<file path="config.mk">
export PLATFORM = sky130hd
export DESIGN_NAME = predecessor_path_recorder_top_flat
export DESIGN_NICKNAME = d
export VERILOG_FILES = /design/src/ppr_pkg.sv /design/src/ppr_if.sv /design/src/predecessor_path_recorder_top.sv /design/src/ppr_table.sv /design/src/ppr_stack.sv /design/src/flat_wrapper.sv
export SDC_FILE = /design/constraint.sdc
export NUM_CORES = 1
export LEC_CHECK = 0
export BUFFER_PORTS_ARGS = -buffer_cell sky130_fd_sc_hd__buf_2
export CORE_MARGIN = 4
export CORE_UTILIZATION = 31
export CTS_BUF_LIST = sky130_fd_sc_hd__clkbuf_8
export CTS_CLUSTER_DIAMETER = 200
export DETAILED_ROUTE_END_ITERATION = 8
export GPL_ROUTABILITY_DRIVEN = 0
export MAX_ROUTING_LAYER = met4
export SYNTH_ARGS = -nofsm -noshare
export SYNTH_HDL_FRONTEND = slang
export SYNTH_SLANG_ARGS = --single-unit
</file>
<file path="constraint.sdc">
create_clock -name clk -period 3.6 [get_ports clk]
set_input_delay 0.18 -clock clk [delete_from_list [all_inputs] [get_ports clk]]
set_output_delay 0.18 -clock clk [all_outputs]
set_load 0.02 [all_outputs]
</file>
<file path="src/ppr_pkg.sv">
// ----------------------------------------------------------------------------
// ppr_pkg: shared types and codes of the predecessor path recorder
// Vertex type, request and status codes, and the memory request bundle.
// ----------------------------------------------------------------------------
package ppr_pkg;

  localparam int VW               = 8;
  localparam int NUM_VERTICES_DEF = 64;

  typedef logic [VW-1:0] vertex_t;

  // request kinds
  localparam logic REQ_SET  = 1'b0;
  localparam logic REQ_PATH = 1'b1;

  typedef enum logic [1:0] {
    ST_OK       = 2'd0,
    ST_RANGE    = 2'd1,
    ST_OVERFLOW = 2'd2
  } status_t;

  // one write port and one read port of a small memory
  typedef struct packed {
    logic    we;
    vertex_t waddr;
    vertex_t wdata;
    logic    re;
    vertex_t raddr;
  } mem_req_t;

endpackage

</file>
<file path="src/ppr_if.sv">
// ----------------------------------------------------------------------------
// ppr_req_if / ppr_rsp_if: request and result channels
// valid/ready channels; a beat moves when valid and ready are both high.
// ----------------------------------------------------------------------------
interface ppr_req_if import ppr_pkg::*; ();
  logic    valid;
  logic    ready;
  logic    req_type;
  vertex_t from_vertex;
  vertex_t to_vertex;
  vertex_t source_vertex;
  vertex_t target_vertex;

  modport source (output valid, req_type, from_vertex, to_vertex, source_vertex,
                  target_vertex, input ready);
  modport sink   (input valid, req_type, from_vertex, to_vertex, source_vertex,
                  target_vertex, output ready);
endinterface

interface ppr_rsp_if import ppr_pkg::*; ();
  logic       valid;
  logic       ready;
  logic [1:0] status;
  vertex_t    path_vertex;
  logic       last;

  modport source (output valid, status, path_vertex, last, input ready);
  modport sink   (input valid, status, path_vertex, last, output ready);
endinterface

</file>
<file path="src/predecessor_path_recorder_top.sv">
// ----------------------------------------------------------------------------
// predecessor_path_recorder_top: predecessor table with path read-out
// Records one predecessor per vertex and walks them back to list a path.
// ----------------------------------------------------------------------------
//
//  channel | dir | beat contents                                       | role
//  --------+-----+-----------------------------------------------------+------
//  req     | in  | req_type, from_vertex, to_vertex, source/target     | sink
//  rsp     | out | status, path_vertex, last                           | source
//
// An update passes through the response state, which loads its status. A path
//   walk pushes k vertices with one table read per cycle through the shared
//   compare step, then k+1 result beats follow, one per cycle unless rsp stalls.
// The request side is ready only while the sequencer is idle; the result
//   register lets the next request in while the final beat still waits.
// A stall on rsp holds the sequencer in its emit state; nothing is dropped.
// Reset clears the sequencer, the output register and the table valid bits
//   at once; no clearing pass is needed.
// ----------------------------------------------------------------------------
module predecessor_path_recorder_top import ppr_pkg::*; #(
  parameter int NUM_VERTICES = NUM_VERTICES_DEF
) (
  input logic clk,
  input logic rst,
  ppr_req_if.sink   req,
  ppr_rsp_if.source rsp
);

  localparam int IW = $clog2(NUM_VERTICES);

  typedef enum logic [5:0] {
    S_IDLE = 6'b000001,
    S_RESP = 6'b000010,
    S_WALK = 6'b000100,
    S_SRC  = 6'b001000,
    S_POP  = 6'b010000,
    S_DONE = 6'b100000
  } state_t;

  state_t  state, state_next;
  vertex_t src_q, src_next;
  vertex_t cur_q, cur_next;
  logic    from_mem, from_mem_next;
  logic [IW-1:0] depth, depth_next;
  logic [IW-1:0] depth_dec;
  status_t status_q, status_next;

  mem_req_t tbl_req, stk_req;
  vertex_t  tbl_rdata, stk_rdata;
  vertex_t  cur_sel;

  // result register
  logic    out_valid;
  status_t out_status;
  vertex_t out_vertex;
  logic    out_last;
  logic    slot_free;
  logic    load;
  status_t load_status;
  vertex_t load_vertex;
  logic    load_last;

  logic accept;

  ppr_table #(.NUM_VERTICES(NUM_VERTICES)) u_table (
    .clk   (clk),
    .rst   (rst),
    .req   (tbl_req),
    .rdata (tbl_rdata)
  );

  ppr_stack #(.NUM_VERTICES(NUM_VERTICES)) u_stack (
    .clk   (clk),
    .req   (stk_req),
    .rdata (stk_rdata)
  );

  assign req.ready = (state == S_IDLE);
  assign accept    = req.valid && req.ready;
  assign slot_free = !out_valid || rsp.ready;
  assign depth_dec = depth - IW'(1);
  // first walk step looks at the target, later ones at the table read
  assign cur_sel   = from_mem ? tbl_rdata : cur_q;

  always_comb begin
    state_next    = state;
    src_next      = src_q;
    cur_next      = cur_q;
    from_mem_next = from_mem;
    depth_next    = depth;
    status_next   = status_q;
    tbl_req       = '0;
    stk_req       = '0;
    load          = 1'b0;
    load_status   = ST_OK;
    load_vertex   = '0;
    load_last     = 1'b1;

    unique case (state)
      S_IDLE: begin
        if (accept) begin
          if (req.req_type == REQ_SET) begin
            if (req.from_vertex >= vertex_t'(NUM_VERTICES) ||
                req.to_vertex >= vertex_t'(NUM_VERTICES)) begin
              status_next = ST_RANGE;
            end else begin
              status_next   = ST_OK;
              tbl_req.we    = 1'b1;
              tbl_req.waddr = req.to_vertex;
              tbl_req.wdata = req.from_vertex;
            end
            state_next = S_RESP;
          end else if (req.source_vertex >= vertex_t'(NUM_VERTICES)) begin
            status_next = ST_RANGE;
            state_next  = S_RESP;
          end else begin
            src_next      = req.source_vertex;
            cur_next      = req.target_vertex;
            from_mem_next = 1'b0;
            depth_next    = '0;
            state_next    = S_WALK;
          end
        end
      end
      S_RESP: begin
        if (slot_free) begin
          load        = 1'b1;
          load_status = status_q;
          state_next  = S_IDLE;
        end
      end
      S_WALK: begin
        // range check ranks above the overflow check
        priority if (cur_sel == src_q) begin
          state_next = S_SRC;
        end else if (cur_sel >= vertex_t'(NUM_VERTICES)) begin
          status_next = ST_RANGE;
          state_next  = S_RESP;
        end else if (depth == IW'(NUM_VERTICES - 1)) begin
          status_next = ST_OVERFLOW;
          state_next  = S_RESP;
        end else begin
          stk_req.we    = 1'b1;
          stk_req.waddr = vertex_t'(depth);
          stk_req.wdata = cur_sel;
          tbl_req.re    = 1'b1;
          tbl_req.raddr = cur_sel;
          depth_next    = depth + IW'(1);
          from_mem_next = 1'b1;
        end
      end
      S_SRC: begin
        if (slot_free) begin
          load        = 1'b1;
          load_vertex = src_q;
          load_last   = (depth == '0);
          if (depth == '0) begin
            state_next = S_IDLE;
          end else begin
            stk_req.re    = 1'b1;
            stk_req.raddr = vertex_t'(depth_dec);
            depth_next    = depth_dec;
            state_next    = S_POP;
          end
        end
      end
      S_POP: begin
        if (slot_free) begin
          load        = 1'b1;
          load_vertex = stk_rdata;
          load_last   = (depth == '0);
          if (depth == '0) begin
            state_next = S_DONE;
          end else begin
            stk_req.re    = 1'b1;
            stk_req.raddr = vertex_t'(depth_dec);
            depth_next    = depth_dec;
          end
        end
      end
      S_DONE: begin
        state_next = S_IDLE;
      end
      default: begin
        state_next = S_IDLE;
      end
    endcase
  end

  always_ff @(posedge clk) begin
    if (rst) begin
      state    <= S_IDLE;
      from_mem <= 1'b0;
      depth    <= '0;
    end else begin
      state    <= state_next;
      from_mem <= from_mem_next;
      depth    <= depth_next;
    end
  end

  always_ff @(posedge clk) begin
    src_q    <= src_next;
    cur_q    <= cur_next;
    status_q <= status_next;
  end

  // output register
  always_ff @(posedge clk) begin
    if (rst) begin
      out_valid <= 1'b0;
    end else if (load) begin
      out_valid <= 1'b1;
    end else if (rsp.ready) begin
      out_valid <= 1'b0;
    end
  end

  always_ff @(posedge clk) begin
    if (load) begin
      out_status <= load_status;
      out_vertex <= load_vertex;
      out_last   <= load_last;
    end
  end

  assign rsp.valid       = out_valid;
  assign rsp.status      = out_status;
  assign rsp.path_vertex = out_vertex;
  assign rsp.last        = out_last;

  // checks
  a_depth_bound: assert property (@(posedge clk) disable iff (rst)
    depth <= IW'(NUM_VERTICES - 1))
    else $error("stack depth past vertex count");

  a_fail_is_last: assert property (@(posedge clk) disable iff (rst)
    (out_valid && out_status != ST_OK) |-> (out_last && out_vertex == '0))
    else $error("failure beat not final or carries a vertex");

  a_last_ends_req: assert property (@(posedge clk) disable iff (rst)
    (load && load_last) |=> (state == S_IDLE || state == S_DONE))
    else $error("final beat loaded but sequencer still busy");

  a_no_load_overrun: assert property (@(posedge clk) disable iff (rst)
    load |-> slot_free)
    else $error("result register overwritten while held");

endmodule

</file>
<file path="src/ppr_table.sv">
// ----------------------------------------------------------------------------
// ppr_table: predecessor table
// One entry per vertex with a valid bit; unwritten entries read as "none".
// ----------------------------------------------------------------------------
module ppr_table import ppr_pkg::*; #(
  parameter int NUM_VERTICES = NUM_VERTICES_DEF
) (
  input  logic     clk,
  input  logic     rst,
  input  mem_req_t req,
  output vertex_t  rdata
);

  localparam int IW = $clog2(NUM_VERTICES);

  vertex_t                 mem [NUM_VERTICES];
  logic [NUM_VERTICES-1:0] vld;
  vertex_t                 rd_q;
  logic                    rd_vld;

  always_ff @(posedge clk) begin
    if (req.we) begin
      mem[req.waddr[IW-1:0]] <= req.wdata;
    end
    if (req.re) begin
      rd_q <= mem[req.raddr[IW-1:0]];
    end
  end

  always_ff @(posedge clk) begin
    if (rst) begin
      vld    <= '0;
      rd_vld <= 1'b0;
    end else begin
      if (req.we) begin
        vld[req.waddr[IW-1:0]] <= 1'b1;
      end
      if (req.re) begin
        rd_vld <= vld[req.raddr[IW-1:0]];
      end
    end
  end

  assign rdata = rd_vld ? rd_q : vertex_t'(NUM_VERTICES);

endmodule

</file>
<file path="src/ppr_stack.sv">
// ----------------------------------------------------------------------------
// ppr_stack: path stack storage
// Vertices pushed during a walk; registered read for the pops.
// ----------------------------------------------------------------------------
module ppr_stack import ppr_pkg::*; #(
  parameter int NUM_VERTICES = NUM_VERTICES_DEF
) (
  input  logic     clk,
  input  mem_req_t req,
  output vertex_t  rdata
);

  localparam int IW = $clog2(NUM_VERTICES);

  vertex_t mem [NUM_VERTICES];

  always_ff @(posedge clk) begin
    if (req.we) begin
      mem[req.waddr[IW-1:0]] <= req.wdata;
    end
    if (req.re) begin
      rdata <= mem[req.raddr[IW-1:0]];
    end
  end

endmodule

</file>
<file path="src/flat_wrapper.sv">
// flat-port wrapper written by rule: the top's interface ports become plain ports
module predecessor_path_recorder_top_flat import ppr_pkg::*;
#(
  parameter int NUM_VERTICES = NUM_VERTICES_DEF
)
  (clk, rst, req_valid, req_req_type, req_from_vertex, req_to_vertex, req_source_vertex, req_target_vertex, req_ready, rsp_valid, rsp_status, rsp_path_vertex, rsp_last, rsp_ready);
  ppr_req_if req_i ();
  ppr_rsp_if rsp_i ();
  input logic clk;
  input logic rst;
  input wire logic [$bits(req_i.valid)-1:0] req_valid;
  input wire logic [$bits(req_i.req_type)-1:0] req_req_type;
  input wire logic [$bits(req_i.from_vertex)-1:0] req_from_vertex;
  input wire logic [$bits(req_i.to_vertex)-1:0] req_to_vertex;
  input wire logic [$bits(req_i.source_vertex)-1:0] req_source_vertex;
  input wire logic [$bits(req_i.target_vertex)-1:0] req_target_vertex;
  output wire logic [$bits(req_i.ready)-1:0] req_ready;
  output wire logic [$bits(rsp_i.valid)-1:0] rsp_valid;
  output wire logic [$bits(rsp_i.status)-1:0] rsp_status;
  output wire logic [$bits(rsp_i.path_vertex)-1:0] rsp_path_vertex;
  output wire logic [$bits(rsp_i.last)-1:0] rsp_last;
  input wire logic [$bits(rsp_i.ready)-1:0] rsp_ready;
  assign req_i.valid = req_valid;
  assign req_i.req_type = req_req_type;
  assign req_i.from_vertex = req_from_vertex;
  assign req_i.to_vertex = req_to_vertex;
  assign req_i.source_vertex = req_source_vertex;
  assign req_i.target_vertex = req_target_vertex;
  assign req_ready = req_i.ready;
  assign rsp_valid = rsp_i.valid;
  assign rsp_status = rsp_i.status;
  assign rsp_path_vertex = rsp_i.path_vertex;
  assign rsp_last = rsp_i.last;
  assign rsp_i.ready = rsp_ready;
  predecessor_path_recorder_top #(.NUM_VERTICES(NUM_VERTICES)) u_core (.clk(clk), .rst(rst), .req(req_i), .rsp(rsp_i));
endmodule
</file>
==> reports/qor.csv, run 1 <==
stage;metric;value;unit
detailed_routing;drt total wl;138000;um
cells_and_area;fin nets;4247;
detailed_routing;number of nets with antenna violations after routing;0;
grt;met1 Use GR;23.6;%
pwr;Switching Share;21.6;%
timing;Final TNS setup;0;ps
critical_path;Req. time, crit path;4110;ps
detailed_routing;DR vias/cell;5.14;
grt;largest net degree at the start of global routing;149;
clock_network;CTS tree;built;
pwr;sequential share of power;57.1;%
clock_network;CTS Root Cell;clkbuf_8;
floorplan;Starting Density;31.3;%
synthesis;sequential share of the synthesized area;71.6;%
timing;Peak Freq;0.285;GHz
placement;placed cell count;5987;
detailed_routing;1st-pass router iterations;8;
critical_path;critical path's slowest cell;nor2_1;
clock_network;clock slew at reported path FFs;60;ps
grt;Tot GR Track Use;17.5;%
timing;Hold Vio Cnt, Final;0;
pwr;Power Density;445;nW/um2
synthesis;synthesized instance count;3596;
cells_and_area;final instance area;57000;um2
detailed_routing;Via Count;32700;
grt;total grt overflow;0;
detailed_routing;1st-iter DRT viols;3616;
synthesis;Ys Warns;0;
floorplan;die area;158000;um2
clock_network;H-Tree Depth;4;
synthesis;FF+latch count, synth;1148;
critical_path;CP Max Fanout;22;
floorplan;I/O pin count;50;
synthesis;top-count cell post-synth;edfxtp_1;
cells_and_area;Finished Layout Cells;6371;
timing;Final period util;97.6;%
floorplan;Die W;398;um
clock_network;CTS sink count;1148;
cells_and_area;flip-flop and latch area;33700;um2
cells_and_area;Layout area overhead;21.1;%
synthesis;largest cells by area after synthesis;edfxtp_1 (68%), nor2_1 (3.6%), dfxtp_1 (3.4%), nand2_1 (3.2%), o211ai_1 (2.3%);
grt;met2 Track Usage GR;25.9;%
critical_path;CP Launch Type;flip-flop;
pwr;Pint;19900;uW
run;max_cap viols;0;
synthesis;mean post-synth cell area;13.1;um2
timing;Tightest Pin Transition;1030;ps
placement;IO Port Bufs;49;
synthesis;largest family of logic cells by synthesized area;simple AND/OR/NAND/NOR gates;
timing;Rel. slew slack;30.9;%
synthesis;dominant cell type by area after synthesis;edfxtp_1;
synthesis;Commonest cells post-synth;edfxtp_1 (1,069), nor2_1 (454), nand2_1 (405);
grt;initial antenna violation count;3;
synthesis;number of synthesized flops with an enable pin;1069;
floorplan;core area;150000;um2
pwr;Psw;5470;uW
clock_network;cts bufs inserted;183;
placement;DP HPWL;88500;um
worst_hold_path;Hold WC Path Type;in -> reg;
critical_path;WP buf/inv;3;
cells_and_area;multi-input logic area;13500;um2
grt;grt met3 use;3.99;%
synthesis;leading register cell type out of synthesis;edfxtp_1;
synthesis;asr flop ratio synth;0;%
cells_and_area;layout cell share with drive strength beyond 1;16.5;%
critical_path;critical path, cell by cell;ha_1, and2_1, and4_1, buf_4, nor3_4, o21ai_4, inv_2, buf_12, nand3_1, nor2_1;
floorplan;std cell rows;142;
floorplan;die span in y;398;um
critical_path;Setup crit end kind;flip-flop;
timing;Final Setup Violations;0;
critical_path;CP top delay family;simple AND/OR/NAND/NOR gates;
grt;first-pass GRT wire length;203000;um
timing;final setup skew;44.4;ps
synthesis;area share of fa/ha/maj cells after synthesis;0.0532;%
pwr;Leak Pwr;0.0194;uW
timing;RSZ-0062 raised after global routing;true;
cells_and_area;fillers;14400;
grt;busiest grt layer;met2;
critical_path;Arrival @ worst endpoint;4020;ps
placement;Placed Area;52900;um2
detailed_routing;Avg WL per Cell;21.6;um
synthesis;Syn Std Cell Area;47000;um2
pwr;Clk network pwr share;41.3;%
synthesis;Synth Area in Simple Gates;12.8;%
synthesis;Synth top area share;68.2;%
detailed_routing;residual DRC count;0;
critical_path;max incr delay on CP;690;ps
timing;clock period minus worst slack;3510;ps
outcome;outcome;completed;
critical_path;critical path type;reg -> reg;
clock_network;worst skew pair latency;890;ps
pwr;Worst VDD drop;0.288;mV
clock_network;clock buffer depth;3;
synthesis;Post-Synth XOR/XNOR Area;0.242;%
timing;fin. max-slew vios;0;
synthesis;compound-gate portion of the synthesized area;12.6;%
synthesis;multiplexer share of the synthesized area;0.242;%
grt;number of global-route vias before repair;31500;
pwr;Comb pwr share;1.6;%
synthesis;Distinct cells, synth;88;
registers in the layout, indices dropped and copies added, names as in the netlist:
signal and flops:
u_core.u_table.rd_q 8, u_core.depth 6, u_core.u_table.rd_vld 1, u_core.rsp.valid 1
u_core.rsp.path_vertex 8, u_core.src_q 8, u_core.u_stack.rdata 8, u_core.u_table.vld 64
u_core.cur_q 8, u_core.state 6, u_core.rsp.status 2, u_core.u_stack.mem 512
u_core.rsp.last 1, u_core.status_q 2, u_core.from_mem 1, u_core.u_table.mem 512
power by group through the flow:
stage | Clock [uW] | Sequential [uW] | Combinational, uW
after floorplan | 0 | 14700 | 168
after global placement | 0 | 14700 | 343
after detailed placement | 0 | 14700 | 344
after CTS | 10700 | 14500 | 381
after global routing | 11300 | 14500 | 436
final | 10500 | 14500 | 406
cell families (layout without fill, tap and decap cells):
logic type | after synthesis | after routing
adder cells (fa/ha/maj) | 2 | 2
XOR/XNOR | 13 | 13
buffers and inverters | 278 | 777
AND/OR/NAND/NOR | 1331 | 1333
other | 1 | 259
AO/OA/AOI/OAI | 813 | 813
flip-flops | 1148 | 1148
multiplexers | 10 | 10
repair_timing:
action                                  CTS  global route
setup buffers                             3             2
gates resized for setup                   2            43
endpoints found under the setup margin    7            92
pin swaps                                 0             4
endpoints found under the hold margin   581             0
gates cloned                              1             2
hold buffers                             44             0
stage by stage:
stage,util [%],total power [uW],hold WS (ps),worst slack [ps]
3_5_place_dp,35.2,15100,410,-25.8
6_report,37.9,25400,173,88.2
2_1_floorplan,-,14900,279,17.9
3_3_place_gp,35.2,15100,422,-1.01
5_1_grt,37.9,26200,117,-50.3
4_1_cts,37.8,25600,27.3,21.5
cell usage in the layout, fill, tap and decap left out, types with 11 or more instances in the layout:
| cell | instances |
|---|---|
| o31ai_1 | 15 |
| or3_1 | 72 |
| nand2_1 | 402 |
| edfxtp_1 | 1069 |
| a31oi_1 | 52 |
| a21oi_1 | 55 |
| clkbuf_8 | 201 |
| clkinv_2 | 16 |
| nor2_1 | 438 |
| a22oi_1 | 29 |
| buf_4 | 289 |
| a211oi_1 | 45 |
| dfxtp_1 | 76 |
| dlygate4sd3_1 | 44 |
| nand2b_1 | 16 |
| nor2_2 | 15 |
| nand4_1 | 23 |
| conb_1 | 256 |
| o22a_1 | 11 |
| nand3_1 | 150 |
| a311oi_1 | 28 |
| nor3b_1 | 25 |
| o311ai_0 | 25 |
| inv_1 | 70 |
| o221ai_1 | 18 |
| o21a_1 | 45 |
| o211ai_1 | 143 |
| a2bb2oi_1 | 48 |
| buf_2 | 49 |
| o21ai_0 | 71 |
| nor3_1 | 77 |
| clkinv_1 | 41 |
| o22ai_1 | 119 |
| buf_12 | 46 |
| and3_1 | 37 |
path summary, 6_finish.rpt:
kind / cells after the start / from / slack, ps / to
hold / removal: 2 / req_target_vertex[3] / 170 / u_core.cur_q[3]
setup reg to reg: 10 / u_core.depth[0] / 90 / u_core.u_stack.mem[32][1]
setup / recovery: 10 / u_core.depth[0] / 90 / u_core.u_stack.mem[32][1]
hold reg to reg: 1 / u_core.u_table.vld[24] / 460 / u_core.u_table.vld[24]
metal layers:
metal  up-vias  wire length, um
li1      14800                -
met1     16100            59300
met2      1482            61600
met3       286            12200
met4         0             4510
met5         -                0
final cells by class:
class | instances | area share (%)
Clock buffer | 201 | 4.86
Clock inverter | 128 | 1.08
Timing Repair Buffer | 432 | 6.75
Tap cell | 2016 | 4.43
Multi-Input combinational cell | 2427 | 23.6
Antenna cell | 3 | 0.0132
Sequential cell | 1148 | 59.1
Inverter | 16 | 0.110
No activity file was read; power rests on OpenSTA's default activity.
==> run 2: changes to the inputs <==
SLEW_MARGIN = 0   (was default)
clock period = 3.09 ns   (was 3.6 ns; I/O delays follow)
==> run 2 against run 1 <==
Compared with the run above: the flow now finishes with violations (setup timing); via count rose by 5.0%; flip-flop and latch count is the same; largest power group unchanged; non-clock buffer count increased by 287; critical endpoint is now u_core.u_table.rd_q[6]; clock skew increased by 15 ps; wire length is 7.8% higher; sequential share of layout area down 4.6 points; clock-buffer cell count shrank 7; worst setup slack got worse by 450 ps; design area grew 8.4%; first-iteration DRC count grew 4.3%; die area did not move; combinational power up 32%.
==> reports/qor.csv, run 2 (synthesis results as in run 1) <==
stage;metric;value;unit
outcome;outcome;finished, violations left;
outcome;failing checks;setup timing;
floorplan;Die W;398;um
timing;fin. max-slew vios;0;
timing;clock period minus worst slack;3460;ps
critical_path;CP Launch Type;flip-flop;
clock_network;CTS sink count;1148;
clock_network;cts bufs inserted;187;
cells_and_area;most frequent cells in the layout;edfxtp_1 (1,069), buf_4 (438), nand2_1 (401);
run;max_cap viols;0;
timing;Peak Freq;0.289;GHz
critical_path;Req. time, crit path;3720;ps
timing;Final Setup Violations;495;
floorplan;std cell rows;142;
placement;IO Port Bufs;49;
floorplan;I/O pin count;50;
timing;worst setup margin;-366;ps
clock_network;clock buffer depth;3;
grt;first-pass GRT wire length;214000;um
detailed_routing;1st-iter DRT viols;3770;
critical_path;Arrival @ worst endpoint;4090;ps
placement;DP HPWL;92400;um
timing;RSZ-0062 raised after global routing;true;
timing;hold slack;142;ps
floorplan;die area;158000;um2
placement;Placed Area;54400;um2
cells_and_area;layout cell share with drive strength beyond 1;26.0;%
critical_path;Setup crit end kind;flip-flop;
pwr;Power Density;481;nW/um2
timing;Hold Vio Cnt, Final;0;
cells_and_area;Layout area overhead;31.3;%
clock_network;CTS tree;built;
detailed_routing;DR vias/cell;5.16;
detailed_routing;number of nets with antenna violations after routing;0;
detailed_routing;Avg WL per Cell;22.3;um
detailed_routing;Via Count;34400;
timing;Final TNS setup;-45910;ps
grt;initial antenna violation count;5;
grt;total grt overflow;0;
grt;largest net degree at the start of global routing;117;
timing;final setup skew;59.5;ps
critical_path;max incr delay on CP;510;ps
cells_and_area;most common cell after layout, fill and taps aside;edfxtp_1;
pwr;Leak Pwr;0.0215;uW
timing;Tightest Pin Transition;763;ps
clock_network;clock slew at reported path FFs;70;ps
cells_and_area;final instance area;61800;um2
worst_hold_path;Hold WC Path Type;in -> reg;
floorplan;die span in y;398;um
grt;number of global-route vias before repair;33000;
cells_and_area;utilization after layout;41.1;%
timing;Final period util;112;%
clock_network;CTS Root Cell;clkbuf_8;
grt;Tot GR Track Use;18.4;%
clock_network;worst skew pair latency;900;ps
floorplan;core area;150000;um2
detailed_routing;drt total wl;148000;um
pwr;Worst VDD drop;0.405;mV
critical_path;CP Max Fanout;6;
cells_and_area;fin nets;4538;
detailed_routing;residual DRC count;0;
clock_network;H-Tree Depth;4;
critical_path;critical path type;reg -> reg;
detailed_routing;1st-pass router iterations;5;
critical_path;critical path's slowest cell;or4_4;
floorplan;Starting Density;31.3;%
critical_path;critical path, cell by cell;xor2_2, o31ai_2, a221oi_2, or4_4, buf_12, buf_4, o21ai_4, inv_2, buf_4, nand3_1, o311ai_2, a22o_1, or4_4;
timing;Rel. slew slack;49.0;%
[run 2: layout make-up]
class | count | area (um2)
sequential | 1148 | 33700
timing repair buffer | 719 | 7290
multi-input combinational | 2427 | 14700
antenna | 3 | 7.51
clock inverter | 141 | 768
tap | 2016 | 2520
fill | 13900 | 88500
inverter | 16 | 78.8
clock buffer | 194 | 2670
[run 2: final timing paths]
kind	start	to	slack [ps]	cells after the start
worst min-delay path	req_target_vertex[3]	u_core.cur_q[3]	140	2
worst min register to register	u_core.u_table.vld[33]	u_core.u_table.vld[33]	470	1
worst max-delay path	u_core.src_q[4]	u_core.u_table.rd_q[6]	-370	13
worst max register to register	u_core.src_q[4]	u_core.u_table.rd_q[6]	-370	13
[run 2: metrics by stage]
step | power, uW | setup slack (ps) | cells
final | 29700 | -366 | 6664
after global routing | 30800 | -402 | 6664
after CTS | 29900 | -230 | 6586
after detailed placement | 17600 | -614 | 6154
after global placement | 17600 | -632 | 6154
after floorplan | 17400 | -49.3 | 3851
[run 2: repair_timing]
item,4_1_cts,5_1_grt
hold endpoints to repair,488,0
cloned,9,18
gates resized for setup,239,262
hold buffers,44,0
setup endpoints to repair,664,589
pin swaps,40,101
setup buffers,48,73
[run 2: critical path: cells and delay by family (launching register included)]
kind | cells | cell delay, ps
AOI/OAI and AO/OA | 5 | 970
buffers and inverters | 4 | 540
DFF | 1 | 440
and+or+nand+nor | 3 | 1030
xor gates and xnor gates | 1 | 180
[run 2: report_power, final]
part	leakage, uW	internal (uW)	switching [uW]	total (uW)
logic	0.00911	194	343	537
clock network	0.00199	6170	6160	12300
registers	0.0104	16800	27.7	16900
[run 2: metal layers]
layer	share of wire, %	vias to the layer above	global-route usage (%)
li1	-	15500	-
met1	41	16900	24.8
met2	45	1735	27.3
met3	10	290	4.36
met4	3.2	0	6.20
met5	0	-	-
